$ cat config.mk
export PLATFORM = sky130hd
export DESIGN_NAME = cscls_merge
export DESIGN_NICKNAME = d
export VERILOG_FILES = /design/src/design/cscls_pkg.sv /design/src/design/cscls_merge.sv
export SDC_FILE = /design/constraint.sdc
export NUM_CORES = 1
export LEC_CHECK = 0
export ABC_CLOCK_PERIOD_IN_PS = 6700
export BUFFER_PORTS_ARGS = -buffer_cell sky130_fd_sc_hd__buf_2
export CAP_MARGIN = 20
export CORE_ASPECT_RATIO = 0.8
export CORE_UTILIZATION = 40
export CTS_CLUSTER_SIZE = 24
export DETAILED_ROUTE_END_ITERATION = 7
export GPL_TIMING_DRIVEN = 0
export PLACE_DENSITY = 0.66
export RECOVER_POWER = 100
export SLEW_MARGIN = 20
export SYNTH_ARGS = -nofsm -noshare
export SYNTH_HDL_FRONTEND = slang
export SYNTH_SLANG_ARGS = --single-unit
$ cat constraint.sdc
create_clock -name clock -period 6.7 [get_ports clock]
set_input_delay 2.01 -clock clock [delete_from_list [all_inputs] [get_ports clock]]
set_output_delay 2.01 -clock clock [all_outputs]
set_load 0.1 [all_outputs]
$ cat src/design/cscls_pkg.sv
package cscls_pkg;

   localparam int PERIOD_BITS_DEF = 17;
   localparam int FREQ_BITS_DEF = 19;
   localparam int REG_BITS = 19;
   localparam int CSR_ADDR_BITS = 3;
   localparam int LEVEL_BITS = 8;
   localparam int CLASS_BITS = 3;
   localparam int HALF_SCALE = 500000;
   localparam int BYTE_SPAN = 255;
   localparam int QUOT_BITS = 19;
   localparam int NUM_BITS = 27;

   localparam logic [CSR_ADDR_BITS-1:0] REG_WHITE = 3'd0;
   localparam logic [CSR_ADDR_BITS-1:0] REG_BALANCE = 3'd1;
   localparam logic [CSR_ADDR_BITS-1:0] REG_RED_LOW = 3'd2;
   localparam logic [CSR_ADDR_BITS-1:0] REG_RED_HIGH = 3'd3;
   localparam logic [CSR_ADDR_BITS-1:0] REG_GREEN_LOW = 3'd4;
   localparam logic [CSR_ADDR_BITS-1:0] REG_GREEN_HIGH = 3'd5;
   localparam logic [CSR_ADDR_BITS-1:0] REG_BLUE_LOW = 3'd6;
   localparam logic [CSR_ADDR_BITS-1:0] REG_BLUE_HIGH = 3'd7;

   localparam logic [CLASS_BITS-1:0] CLASS_WHITE = 3'd0;
   localparam logic [CLASS_BITS-1:0] CLASS_RED = 3'd1;
   localparam logic [CLASS_BITS-1:0] CLASS_BLUE = 3'd2;
   localparam logic [CLASS_BITS-1:0] CLASS_GREEN = 3'd3;
   localparam logic [CLASS_BITS-1:0] CLASS_UNKNOWN = 3'd4;

   // calibration window of one lane
   typedef struct packed {
      logic [REG_BITS-1:0] low;
      logic [REG_BITS-1:0] high;
   } window_type;

endpackage

$ cat src/design/cscls_merge.sv
// merge: white test and strict maximum over the three lanes
module cscls_merge #(
   parameter int FREQ_BITS = 19
) (
   input  logic                 clock,
   input  logic                 reset,
   input  logic                 in_valid,
   input  logic [FREQ_BITS-1:0] fr,
   input  logic [FREQ_BITS-1:0] fg,
   input  logic [FREQ_BITS-1:0] fb,
   input  logic [cscls_pkg::LEVEL_BITS-1:0] lr,
   input  logic [cscls_pkg::LEVEL_BITS-1:0] lg,
   input  logic [cscls_pkg::LEVEL_BITS-1:0] lb,
   input  logic [cscls_pkg::REG_BITS-1:0]   white_level,
   input  logic [cscls_pkg::REG_BITS-1:0]   balance_limit,
   output logic                 out_valid,
   output logic [cscls_pkg::LEVEL_BITS-1:0] out_r,
   output logic [cscls_pkg::LEVEL_BITS-1:0] out_g,
   output logic [cscls_pkg::LEVEL_BITS-1:0] out_b,
   output logic [cscls_pkg::CLASS_BITS-1:0] out_class
);
   import cscls_pkg::*;

   localparam int W = (FREQ_BITS > REG_BITS) ? FREQ_BITS : REG_BITS;

   logic [W-1:0] r, g, b, wl, bl, drg, drb, dgb;
   logic white;
   logic [CLASS_BITS-1:0] class_in;

   always_comb begin
      r = W'(fr);
      g = W'(fg);
      b = W'(fb);
      wl = W'(white_level);
      bl = W'(balance_limit);
      drg = (r > g) ? r - g : g - r;
      drb = (r > b) ? r - b : b - r;
      dgb = (g > b) ? g - b : b - g;
      white = r > wl && g > wl && b > wl && drg < bl && drb < bl && dgb < bl;
      if (white) class_in = CLASS_WHITE;
      else if (r > b && r > g) class_in = CLASS_RED;
      else if (b > r && b > g) class_in = CLASS_BLUE;
      else if (g > r && g > b) class_in = CLASS_GREEN;
      else class_in = CLASS_UNKNOWN;
   end

   logic valid_ff;
   logic [LEVEL_BITS-1:0] r_ff, g_ff, b_ff;
   logic [CLASS_BITS-1:0] class_ff;

   always_ff @(posedge clock) begin
      if (reset) valid_ff <= 1'b0;
      else valid_ff <= in_valid;
      r_ff <= lr;
      g_ff <= lg;
      b_ff <= lb;
      class_ff <= class_in;
   end

   assign out_valid = valid_ff;
   assign out_r = r_ff;
   assign out_g = g_ff;
   assign out_b = b_ff;
   assign out_class = class_ff;
endmodule
==> flow_metrics.env <==
export IMPL_die_area_mm2=0.02269
export IMPL_syn_area_mm2=0.008836
export IMPL_antennaDiodeCount=0
export IMPL_nets=1678
export IMPL_slew_headroom_pct=20.52
export IMPL_initial_utilization_pct=40.87
export IMPL_dpl_hpwl_um=28880
export IMPL_antenna_found_initial=0
export IMPL_cts_buffer_depth=2
export IMPL_path_delay_family="compound AO/OA/AOI/OAI gates"
export IMPL_clk_pin_slew_worst_paths_ps=60
export IMPL_fp_dieW_um=168.2
export IMPL_crit_fanout=10
export IMPL_synth_nets=1523
export IMPL_netlist_area_leader_share_pct=31.86
export IMPL_ys_types=78
export IMPL_core_mm2=0.02162
export IMPL_holdBufCountCts=0
export IMPL_crit_slowest_cell="nor4_4"
export IMPL_cts_made_buffers=3
export IMPL_irDropWorstVdd_mv=0.1451
export IMPL_syn_mean_instance_area_um2=7.552
export IMPL_powerDensity_mw_per_mm2=140.8
export IMPL_row_count=48
export IMPL_cap_violations=0
export IMPL_drc=0
export IMPL_routed_via_density=5.929
export IMPL_wl_per_cell_um=20.88
export IMPL_grt_pass1_vias=8766
export IMPL_die_h_um=134.9
export IMPL_cts_sinks=28
export IMPL_cts_root_buffer="clkbuf_16"
export IMPL_overflow=0
export IMPL_drt_iter0_markers=921
export IMPL_grt_max_degree=16
export IMPL_fin_crit_sh_pct=97.96
export IMPL_synth_edff_count=0
export IMPL_synth_most_common_cell="ha_1"
export IMPL_routed_wl_um=33390
export IMPL_drv_slew=0
export IMPL_ys_seq_elements=28
export IMPL_worstSetupStartpointType="input port"
export IMPL_io_buffers=149
export IMPL_place_gp_congestion=0.9431
export IMPL_worstPathCellList="buf_2, inv_1, ha_1, buf_2, a21oi_1, o21ai_1, a221oi_2, buf_4, and3_4, or3_1, a32oi_4, xnor2_1, ha_1, and3_1, a22o_1, o21ai_2, o2111ai_1, a211oi_1, nand4_1, nor4_4, a21o_1, a21oi_1"
export IMPL_path_class="input port to flip-flop"
export IMPL_leakagePower_nw=5.322
export IMPL_dr_pass1_iters=5
export IMPL_yosysWarnings=0
export IMPL_post_synth_top_area_cell="ha_1"
export IMPL_htree_levels=1
export IMPL_grt_pass1_wl_um=50470
export IMPL_min_period_ps=6563
export IMPL_route_antenna_remaining_nets=0
export IMPL_dpl_cell_area_mm2=0.009926
export IMPL_synthArstFlopShare_pct=0
export IMPL_final_cell_area_mm2=0.01026
export IMPL_ys_top_cells_by_count="ha_1 (225), a21oi_1 (123), inv_1 (119), nand2_1 (80), a21o_1 (75)"
export IMPL_synth_area_leaders="ha_1 (32%), a21oi_1 (7.0%), a21o_1 (6.4%)"
export IMPL_setup_viol=0
export IMPL_required_ps=6840
export IMPL_synthFlopType="dfxtp_1"
export IMPL_critPathBufInv=4
export IMPL_area_growth_pct=16.16
export IMPL_worst_setup_path_end_kind="flip-flop"
export IMPL_arrival_ps=6710
export IMPL_cts_tree="done"
export IMPL_drive_above_1_share_pct=17.07
export IMPL_min_path_type="input port to flip-flop"
export IMPL_slowest_delay_ps=430
export IMPL_io_pins=150
export IMPL_tightest_slew_ps=1197
export IMPL_dr_total_vias=9481
export IMPL_finalHoldViolCount=0
export IMPL_yosysSeqAreaShare_pct=6.344
export IMPL_total_power_mw=1.445
export IMPL_outcome="complete, no violations"
export IMPL_syn_inst=1170
export IMPL_grt_total_usage_pct=28.91
export IMPL_fmax_mhz=152.4
## layout make-up
type	instances	area, um^2
inverter	121	457.9
tap	275	344.1
timing repair buffer	161	803.3
multi-input combinational	977	7823
buffer	33	186.4
sequential	28	560.5
fill	2214	11360
clock buffer	4	88.84
## what timing repair did
item	in CTS	in global routing
setup buffers	2	10
endpoints found under the setup margin	3	3
pin swaps	2	16
resized for setup	11	51
## through the flow
step	utilization [%]	setup WS (ps)	cells	hold slack [ps]	TNS, ps
floorplan	-	760.9	1170	2038	0
global route	47.47	-33.62	1599	1839	-63.54
detailed placement	45.91	-903.8	1594	2114	-2615
finish	47.47	136.6	1599	1848	0
global placement	45.91	-908.6	1594	2113	-2647
CTS	46.57	26.42	1597	1844	0
## report_power, final
| group | internal (mW) | switching [mW] |
|---|---|---|
| logic | 0.424 | 0.697 |
| registers | 0.178 | 0.00273 |
| clock network | 0.0913 | 0.0519 |
## per-layer routing
| layer | vias up | wire length (um) | track usage [%] |
|---|---|---|---|
| li1 | 4569 | - | - |
| met1 | 4433 | 15940 | 43.26 |
| met2 | 437 | 13560 | 42.99 |
| met3 | 42 | 3144 | 4.924 |
| met4 | 0 | 750 | 5.505 |
| met5 | - | 0 | 0 |
## placed cells by master (no fill, tap or decap), types with 15 or more instances in the layout
cell	n
nor3_1	16
a21o_1	75
nor2b_1	22
o21ai_1	15
dfxtp_1	28
xnor2_1	28
a21oi_1	120
clkbuf_1	38
o21bai_1	21
o21ai_0	48
buf_2	133
inv_1	117
nand4_1	35
nor2_1	50
ha_1	221
nand2_1	78
nand3_1	23
buf_4	17
xor2_1	21
## cell families (layout without fill, tap and decap cells)
group | count (synthesis) | after routing | synth area share, %
AND/OR/NAND/NOR | 277 | 277 | 15.86
buffers and inverters | 165 | 319 | 7.604
multiplexers | 25 | 25 | 3.059
flip-flops | 28 | 28 | 6.344
XOR/XNOR | 49 | 49 | 4.857
AO/OA/AOI/OAI | 395 | 395 | 29.06
adder cells (fa/ha/maj) | 231 | 231 | 33.22
## worst paths after layout
kind,start,end,cells after the start
worst max-delay path,fg[12],out_class[1],22
worst min-delay path,lr[2],out_r[2],1
## registers in the layout (all words and copies together) (netlist names)
name,cells
out_b,8
out_class,3
out_r,8
out_valid,1
out_g,8
Power figures use the tool's default switching activity.
