$ cat src/design/cscls_pkg.sv
package cscls_pkg;

   localparam int PERIOD_BITS_DEF = 17;
   localparam int FREQ_BITS_DEF = 19;
   localparam int REG_BITS = 19;
   localparam int CSR_ADDR_BITS = 3;
   localparam int LEVEL_BITS = 8;
   localparam int CLASS_BITS = 3;
   localparam int HALF_SCALE = 500000;
   localparam int BYTE_SPAN = 255;
   localparam int QUOT_BITS = 19;
   localparam int NUM_BITS = 27;

   localparam logic [CSR_ADDR_BITS-1:0] REG_WHITE = 3'd0;
   localparam logic [CSR_ADDR_BITS-1:0] REG_BALANCE = 3'd1;
   localparam logic [CSR_ADDR_BITS-1:0] REG_RED_LOW = 3'd2;
   localparam logic [CSR_ADDR_BITS-1:0] REG_RED_HIGH = 3'd3;
   localparam logic [CSR_ADDR_BITS-1:0] REG_GREEN_LOW = 3'd4;
   localparam logic [CSR_ADDR_BITS-1:0] REG_GREEN_HIGH = 3'd5;
   localparam logic [CSR_ADDR_BITS-1:0] REG_BLUE_LOW = 3'd6;
   localparam logic [CSR_ADDR_BITS-1:0] REG_BLUE_HIGH = 3'd7;

   localparam logic [CLASS_BITS-1:0] CLASS_WHITE = 3'd0;
   localparam logic [CLASS_BITS-1:0] CLASS_RED = 3'd1;
   localparam logic [CLASS_BITS-1:0] CLASS_BLUE = 3'd2;
   localparam logic [CLASS_BITS-1:0] CLASS_GREEN = 3'd3;
   localparam logic [CLASS_BITS-1:0] CLASS_UNKNOWN = 3'd4;

   // calibration window of one lane
   typedef struct packed {
      logic [REG_BITS-1:0] low;
      logic [REG_BITS-1:0] high;
   } window_type;

endpackage

$ cat src/design/cscls_divider.sv
// pipelined restoring divider, one quotient bit per stage
module cscls_divider #(
   parameter int NUM_W = 27,
   parameter int DEN_W = 19,
   parameter int Q_W = 19,
   parameter int TAG_W = 1
) (
   input  logic             clock,
   input  logic             reset,
   input  logic             in_valid,
   input  logic [NUM_W-1:0] in_num,
   input  logic [DEN_W-1:0] in_den,
   input  logic [TAG_W-1:0] in_tag,
   output logic             out_valid,
   output logic [Q_W-1:0]   out_quot,
   output logic [TAG_W-1:0] out_tag
);
   localparam int RW = DEN_W + 1;

   logic             valid_ff [Q_W+1];
   logic [NUM_W-1:0] num_ff [Q_W+1];
   logic [DEN_W-1:0] den_ff [Q_W+1];
   logic [RW-1:0]    rem_ff [Q_W+1];
   logic [Q_W-1:0]   quot_ff [Q_W+1];
   logic [TAG_W-1:0] tag_ff [Q_W+1];

   // stage 0 takes the operands
   always_comb begin
      valid_ff[0] = in_valid;
      num_ff[0] = in_num;
      den_ff[0] = in_den;
      rem_ff[0] = '0;
      quot_ff[0] = '0;
      tag_ff[0] = in_tag;
   end

   for (genvar s = 0; s < Q_W; s++) begin : g_stage
      localparam int BIT = Q_W - 1 - s;
      logic [RW:0] trial;
      logic [RW-1:0] rem_in;
      logic [Q_W-1:0] quot_in;
      always_comb begin
         trial = {rem_ff[s], num_ff[s][BIT]};
         rem_in = trial[RW-1:0];
         quot_in = quot_ff[s];
         if (trial >= {2'b00, den_ff[s]}) begin
            rem_in = RW'(trial - {2'b00, den_ff[s]});
            quot_in[BIT] = 1'b1;
         end
      end
      always_ff @(posedge clock) begin
         if (reset) valid_ff[s+1] <= 1'b0;
         else valid_ff[s+1] <= valid_ff[s];
         num_ff[s+1] <= num_ff[s];
         den_ff[s+1] <= den_ff[s];
         rem_ff[s+1] <= rem_in;
         quot_ff[s+1] <= quot_in;
         tag_ff[s+1] <= tag_ff[s];
      end
   end

   assign out_valid = valid_ff[Q_W];
   assign out_quot = quot_ff[Q_W];
   assign out_tag = tag_ff[Q_W];
endmodule

$ cat src/design/cscls_lane.sv
// one color channel: width to frequency, clamp, scale to a byte
module cscls_lane #(
   parameter int PERIOD_BITS = 17,
   parameter int FREQ_BITS = 19
) (
   input  logic                       clock,
   input  logic                       reset,
   input  logic                       in_valid,
   input  logic [PERIOD_BITS-1:0]     in_width,
   input  cscls_pkg::window_type      window,
   output logic                       out_valid,
   output logic [FREQ_BITS-1:0]       out_freq,
   output logic [cscls_pkg::LEVEL_BITS-1:0] out_level
);
   import cscls_pkg::*;

   localparam int HS_BITS = 19;
   localparam int FQ_BITS = HS_BITS;
   localparam int FMAX = (1 << FREQ_BITS) - 1;
   localparam int NW = REG_BITS + LEVEL_BITS;

   // frequency divider, width 0 maps to 0 through a tag
   logic f_valid, f_zero;
   logic [FQ_BITS-1:0] f_quot;
   logic [FREQ_BITS-1:0] freq;
   logic [FQ_BITS+FREQ_BITS-1:0] f_wide;

   cscls_divider #(.NUM_W(HS_BITS), .DEN_W(PERIOD_BITS), .Q_W(FQ_BITS), .TAG_W(1)) u_fdiv (
      .clock(clock), .reset(reset), .in_valid(in_valid), .in_num(HS_BITS'(HALF_SCALE)),
      .in_den(in_width), .in_tag(in_width == '0),
      .out_valid(f_valid), .out_quot(f_quot), .out_tag(f_zero)
   );

   always_comb begin
      f_wide = (FQ_BITS+FREQ_BITS)'(f_quot);
      if (f_zero) freq = '0;
      else if (f_wide > (FQ_BITS+FREQ_BITS)'(FMAX)) freq = FREQ_BITS'(FMAX);
      else freq = FREQ_BITS'(f_quot);
   end

   // clamp and numerator stage
   localparam int CW = (FREQ_BITS > REG_BITS) ? FREQ_BITS : REG_BITS;
   logic c_valid_ff, c_empty_ff;
   logic [NW-1:0] c_num_ff;
   logic [REG_BITS-1:0] c_den_ff;
   logic [FREQ_BITS-1:0] c_freq_ff;
   logic [CW-1:0] x, lo, hi;

   always_comb begin
      lo = CW'(window.low);
      hi = CW'(window.high);
      x = CW'(freq);
      if (x < lo) x = lo;
      if (x > hi) x = hi;
   end

   always_ff @(posedge clock) begin
      if (reset) c_valid_ff <= 1'b0;
      else c_valid_ff <= f_valid;
      c_empty_ff <= window.high <= window.low;
      c_num_ff <= NW'(REG_BITS'(x - lo)) * NW'(BYTE_SPAN);
      c_den_ff <= window.high - window.low;
      c_freq_ff <= freq;
   end

   // byte divider carries frequency and empty flag along
   logic [LEVEL_BITS-1:0] s_quot;
   logic [FREQ_BITS:0] s_tag;
   logic [NW-1:0] s_q_full;

   cscls_divider #(.NUM_W(NW), .DEN_W(REG_BITS), .Q_W(NW), .TAG_W(FREQ_BITS+1)) u_sdiv (
      .clock(clock), .reset(reset), .in_valid(c_valid_ff), .in_num(c_num_ff),
      .in_den(c_den_ff), .in_tag({c_empty_ff, c_freq_ff}),
      .out_valid(out_valid), .out_quot(s_q_full), .out_tag(s_tag)
   );

   assign s_quot = s_q_full[LEVEL_BITS-1:0];
   assign out_freq = s_tag[FREQ_BITS-1:0];
   assign out_level = s_tag[FREQ_BITS] ? '0 : s_quot;
endmodule

$ cat config.mk
export PLATFORM = sky130hd
export DESIGN_NAME = cscls_lane
export DESIGN_NICKNAME = d
export VERILOG_FILES = /design/src/design/cscls_pkg.sv /design/src/design/cscls_divider.sv /design/src/design/cscls_lane.sv
export SDC_FILE = /design/constraint.sdc
export NUM_CORES = 2
export LEC_CHECK = 0
export ABC_AREA = 1
export BUFFER_PORTS_ARGS = -buffer_cell sky130_fd_sc_hd__buf_2
export CAP_MARGIN = 20
export CORE_MARGIN = 2
export CORE_UTILIZATION = 27
export CTS_CLUSTER_SIZE = 16
export DETAILED_ROUTE_END_ITERATION = 10
export PLACE_DENSITY_LB_ADDON = 0.08
export SYNTH_ARGS = -nofsm -noshare
export SYNTH_HDL_FRONTEND = slang
export SYNTH_SLANG_ARGS = --single-unit
$ cat constraint.sdc
create_clock -name clock -period 19.5 [get_ports clock]
set_clock_uncertainty 0.15 [all_clocks]
set_input_delay 0.975 -clock clock [delete_from_list [all_inputs] [get_ports clock]]
set_output_delay 0.975 -clock clock [all_outputs]
set_load 0.01 [all_outputs]
==> impl_metrics.env <==
export IMPL_final_common_cell="dfxtp_1"
export IMPL_drive_above_1_share=0.06894
export IMPL_worstPathRequired_ns=20.21
export IMPL_synth_area_top_cells="dfxtp_1 50%, ha_1 10%, nand2_1 7.6%, inv_1 5.4%, a21oi_1 3.8%"
export IMPL_cts_clk_slew_worst_paths_ns=0.06
export IMPL_wl_per_cell_um=17.14
export IMPL_crit_end="c_num_ff[25]"
export IMPL_port_buffers=85
export IMPL_layout_common_cells="2893 x dfxtp_1, 2352 x nand2_1, 1663 x inv_1"
export IMPL_yosys_area_top_type="dfxtp_1"
export IMPL_maxSlewViolCount=0
export IMPL_r2r_end="c_num_ff[25]"
export IMPL_core_area_um2=427000
export IMPL_critical_path_max_stage_delay_ns=0.63
export IMPL_synthFlopType="dfxtp_1"
export IMPL_overflow=0
export IMPL_cts_repair_resized=0
export IMPL_antenna_left=0
export IMPL_clock_sinks=2893
export IMPL_grt_max_degree=48
export IMPL_grt_pass1_vias=84980
export IMPL_relSlewSlack=0.2554
export IMPL_die_area_um2=434000
export IMPL_path_common_cell="nand2_1"
export IMPL_fillCellCount=44510
export IMPL_critPathMaxFanout=30
export IMPL_die_w_um=658.8
export IMPL_grt_pass1_wl_mm=505.1
export IMPL_hold_viol=0
export IMPL_initial_utilization=0.2711
export IMPL_dpl_cell_area_um2=122300
export IMPL_max_freq_ghz=0.08824
export IMPL_rsz0062_at_grt="no"
export IMPL_clk_latency_ns=0.91
export IMPL_cts_setup_buffers=0
export IMPL_drc=0
export IMPL_cp_start_kind="flip-flop"
export IMPL_antenna_found_initial=40
export IMPL_die_h_um=658.8
export IMPL_fin_area_um2=134300
export IMPL_num_rows=240
export IMPL_cts_path_max_buffers=4
export IMPL_finalSetupTns_ns=0
export IMPL_vias=82660
export IMPL_drt_total_wl_mm=327.7
export IMPL_ios=86
export IMPL_finalNetCount=14220
export IMPL_areaGrowthSynthToFinish_pct=16.03
export IMPL_synth_cell_types=70
export IMPL_status="completed"
export IMPL_hold_path_class="flip-flop to flip-flop"
export IMPL_ctsHtreeMaxLevel=5
export IMPL_path_class="flip-flop to flip-flop"
export IMPL_setup_violations_final=0
export IMPL_synth_edf_count=0
export IMPL_cts_tree="built"
export IMPL_endpoint_kind="flip-flop"
export IMPL_ctsHoldBuffers=17
export IMPL_r2r_slack_ns=8.17
export IMPL_ys_warn_count=0
export IMPL_synthArstFlopShare=0
export IMPL_root_buffer="clkbuf_16"
export IMPL_slowest_stage="fa_1"
export IMPL_max_cap_viol_count=0
export IMPL_drt_first_pass_iters=6
export IMPL_min_period_over_period=0.5812
export IMPL_numCtsBuffers=342
export IMPL_grt_util_all_layers=0.1484
export IMPL_netlist_area_um2=115800
export IMPL_yosysSeqAreaShare=0.5003
export IMPL_vias_per_cell=4.324
export IMPL_ys_seq_elements=2893
export IMPL_hpwlAfterDp_mm=264.6
export IMPL_r2r_cells=50
export IMPL_drtIter0Drc=4334
export IMPL_worstMarginPinSlew_ns=1.113
export IMPL_gp_congestion=0.8635
export IMPL_avgSynthCellArea_um2=9.019
export IMPL_cp_startpoint="u_fdiv.out_tag"
export IMPL_synth_cells=12840
export IMPL_r2r_start="u_fdiv.out_tag"
export IMPL_synth_top_area_frac=0.5003
export IMPL_synth_nets=13940
export IMPL_cp_data_arrival_time_ns=12.04
export IMPL_fin_crit_ns=11.33
## critical path, delay by kind of cell, from the launching register on
kind,cells,cell delay [ns]
compound gates,6,1.18
xor+xnor,2,0.76
fa+ha+maj,8,3.54
buf+inv,10,1.80
flops,1,0.30
simple gates,24,3.47
## how the worst min path moves through the flow
stage,start,end,slack (ns),cells past startpoint
2_1_floorplan,u_fdiv.g_stage[9].quot_in[10],u_fdiv.g_stage[10].quot_in[10],0.16,0
5_1_grt,u_sdiv.tag_ff[460],u_sdiv.tag_ff[440],0.14,0
3_5_place_dp,u_fdiv.g_stage[9].quot_in[15],u_fdiv.g_stage[10].quot_in[15],0.16,0
4_1_cts,in_valid,u_fdiv.valid_ff[18],0.10,3
3_3_place_gp,u_fdiv.g_stage[11].quot_in[16],u_fdiv.g_stage[12].quot_in[16],0.16,0
6_report,u_sdiv.tag_ff[63],u_sdiv.tag_ff[43],0.15,0
## area by class of cell
cell class / count / area (um2) / share of cell area
Sequential cell: 2893 / 57920 / 0.4312
Multi-Input combinational cell: 8082 / 50400 / 0.3752
Clock buffer: 486 / 9856 / 0.07338
Tap cell: 5687 / 7116 / 0.05298
Inverter: 1697 / 6372 / 0.04744
Clock inverter: 138 / 1963 / 0.01462
Timing Repair Buffer: 107 / 633.1 / 0.004713
Antenna cell: 25 / 62.56 / 0.0004658
## sequential cells by signal, indices dropped and copies added, names as in the netlist
name / count
u_fdiv.out_quot: 19
u_sdiv.out_quot: 8
u_fdiv.out_valid: 1
u_sdiv.valid_ff: 26
u_sdiv.tag_ff: 520
u_fdiv.valid_ff: 18
u_sdiv.out_tag: 20
u_fdiv.g_stage.trial: 324
u_sdiv.g_stage.quot_in: 28
u_sdiv.g_stage.trial: 546
c_empty_ff: 1
u_fdiv.g_stage.quot_in: 171
u_fdiv.den_ff: 306
c_freq_ff: 19
c_num_ff: 27
u_sdiv.num_ff: 325
u_sdiv.den_ff: 494
u_fdiv.out_tag: 1
u_sdiv.out_valid: 1
u_fdiv.tag_ff: 18
c_den_ff: 19
c_valid_ff: 1
## through the flow
step | std cells | hold slack (ns) | worst slack [ns] | utilization
after global placement | 18450 | 0.1596 | 7.425 | 0.2863
final | 19120 | 0.1497 | 8.167 | 0.3146
after floorplan | 12840 | 0.1596 | 10.40 | -
after CTS | 19090 | 0.1045 | 8.093 | 0.3144
after detailed placement | 18450 | 0.1621 | 7.519 | 0.2863
after global routing | 19110 | 0.1369 | 7.117 | 0.3145
## logic make-up after synthesis
family          Yosys count  synth area share
simple gates           4045            0.1468
flops                  2893            0.5003
compound gates         2314            0.1163
buf+inv                1860           0.06441
fa+ha+maj              1043            0.1206
xor+xnor                680           0.05158
## layer usage
metal,share of wire,track usage
met5,0,0
met4,0.029,0.04375
met2,0.47,0.2539
met1,0.47,0.1955
met3,0.033,0.01751
## Yosys cell counts, types with 119 or more instances
cell type / number
dfxtp_1: 2893
nand2_1: 2353
inv_1: 1663
ha_1: 921
a21oi_1: 875
nor2_1: 800
o21ai_0: 665
nand3_1: 439
xnor2_1: 371
xor2_1: 307
a21o_1: 160
o21ai_1: 152
nand4_1: 127
fa_1: 122
nor4_1: 119
Power is left out: the tool's default activity adds up to more than one toggle a clock period on the data nets, which glitch-free logic cannot reach.
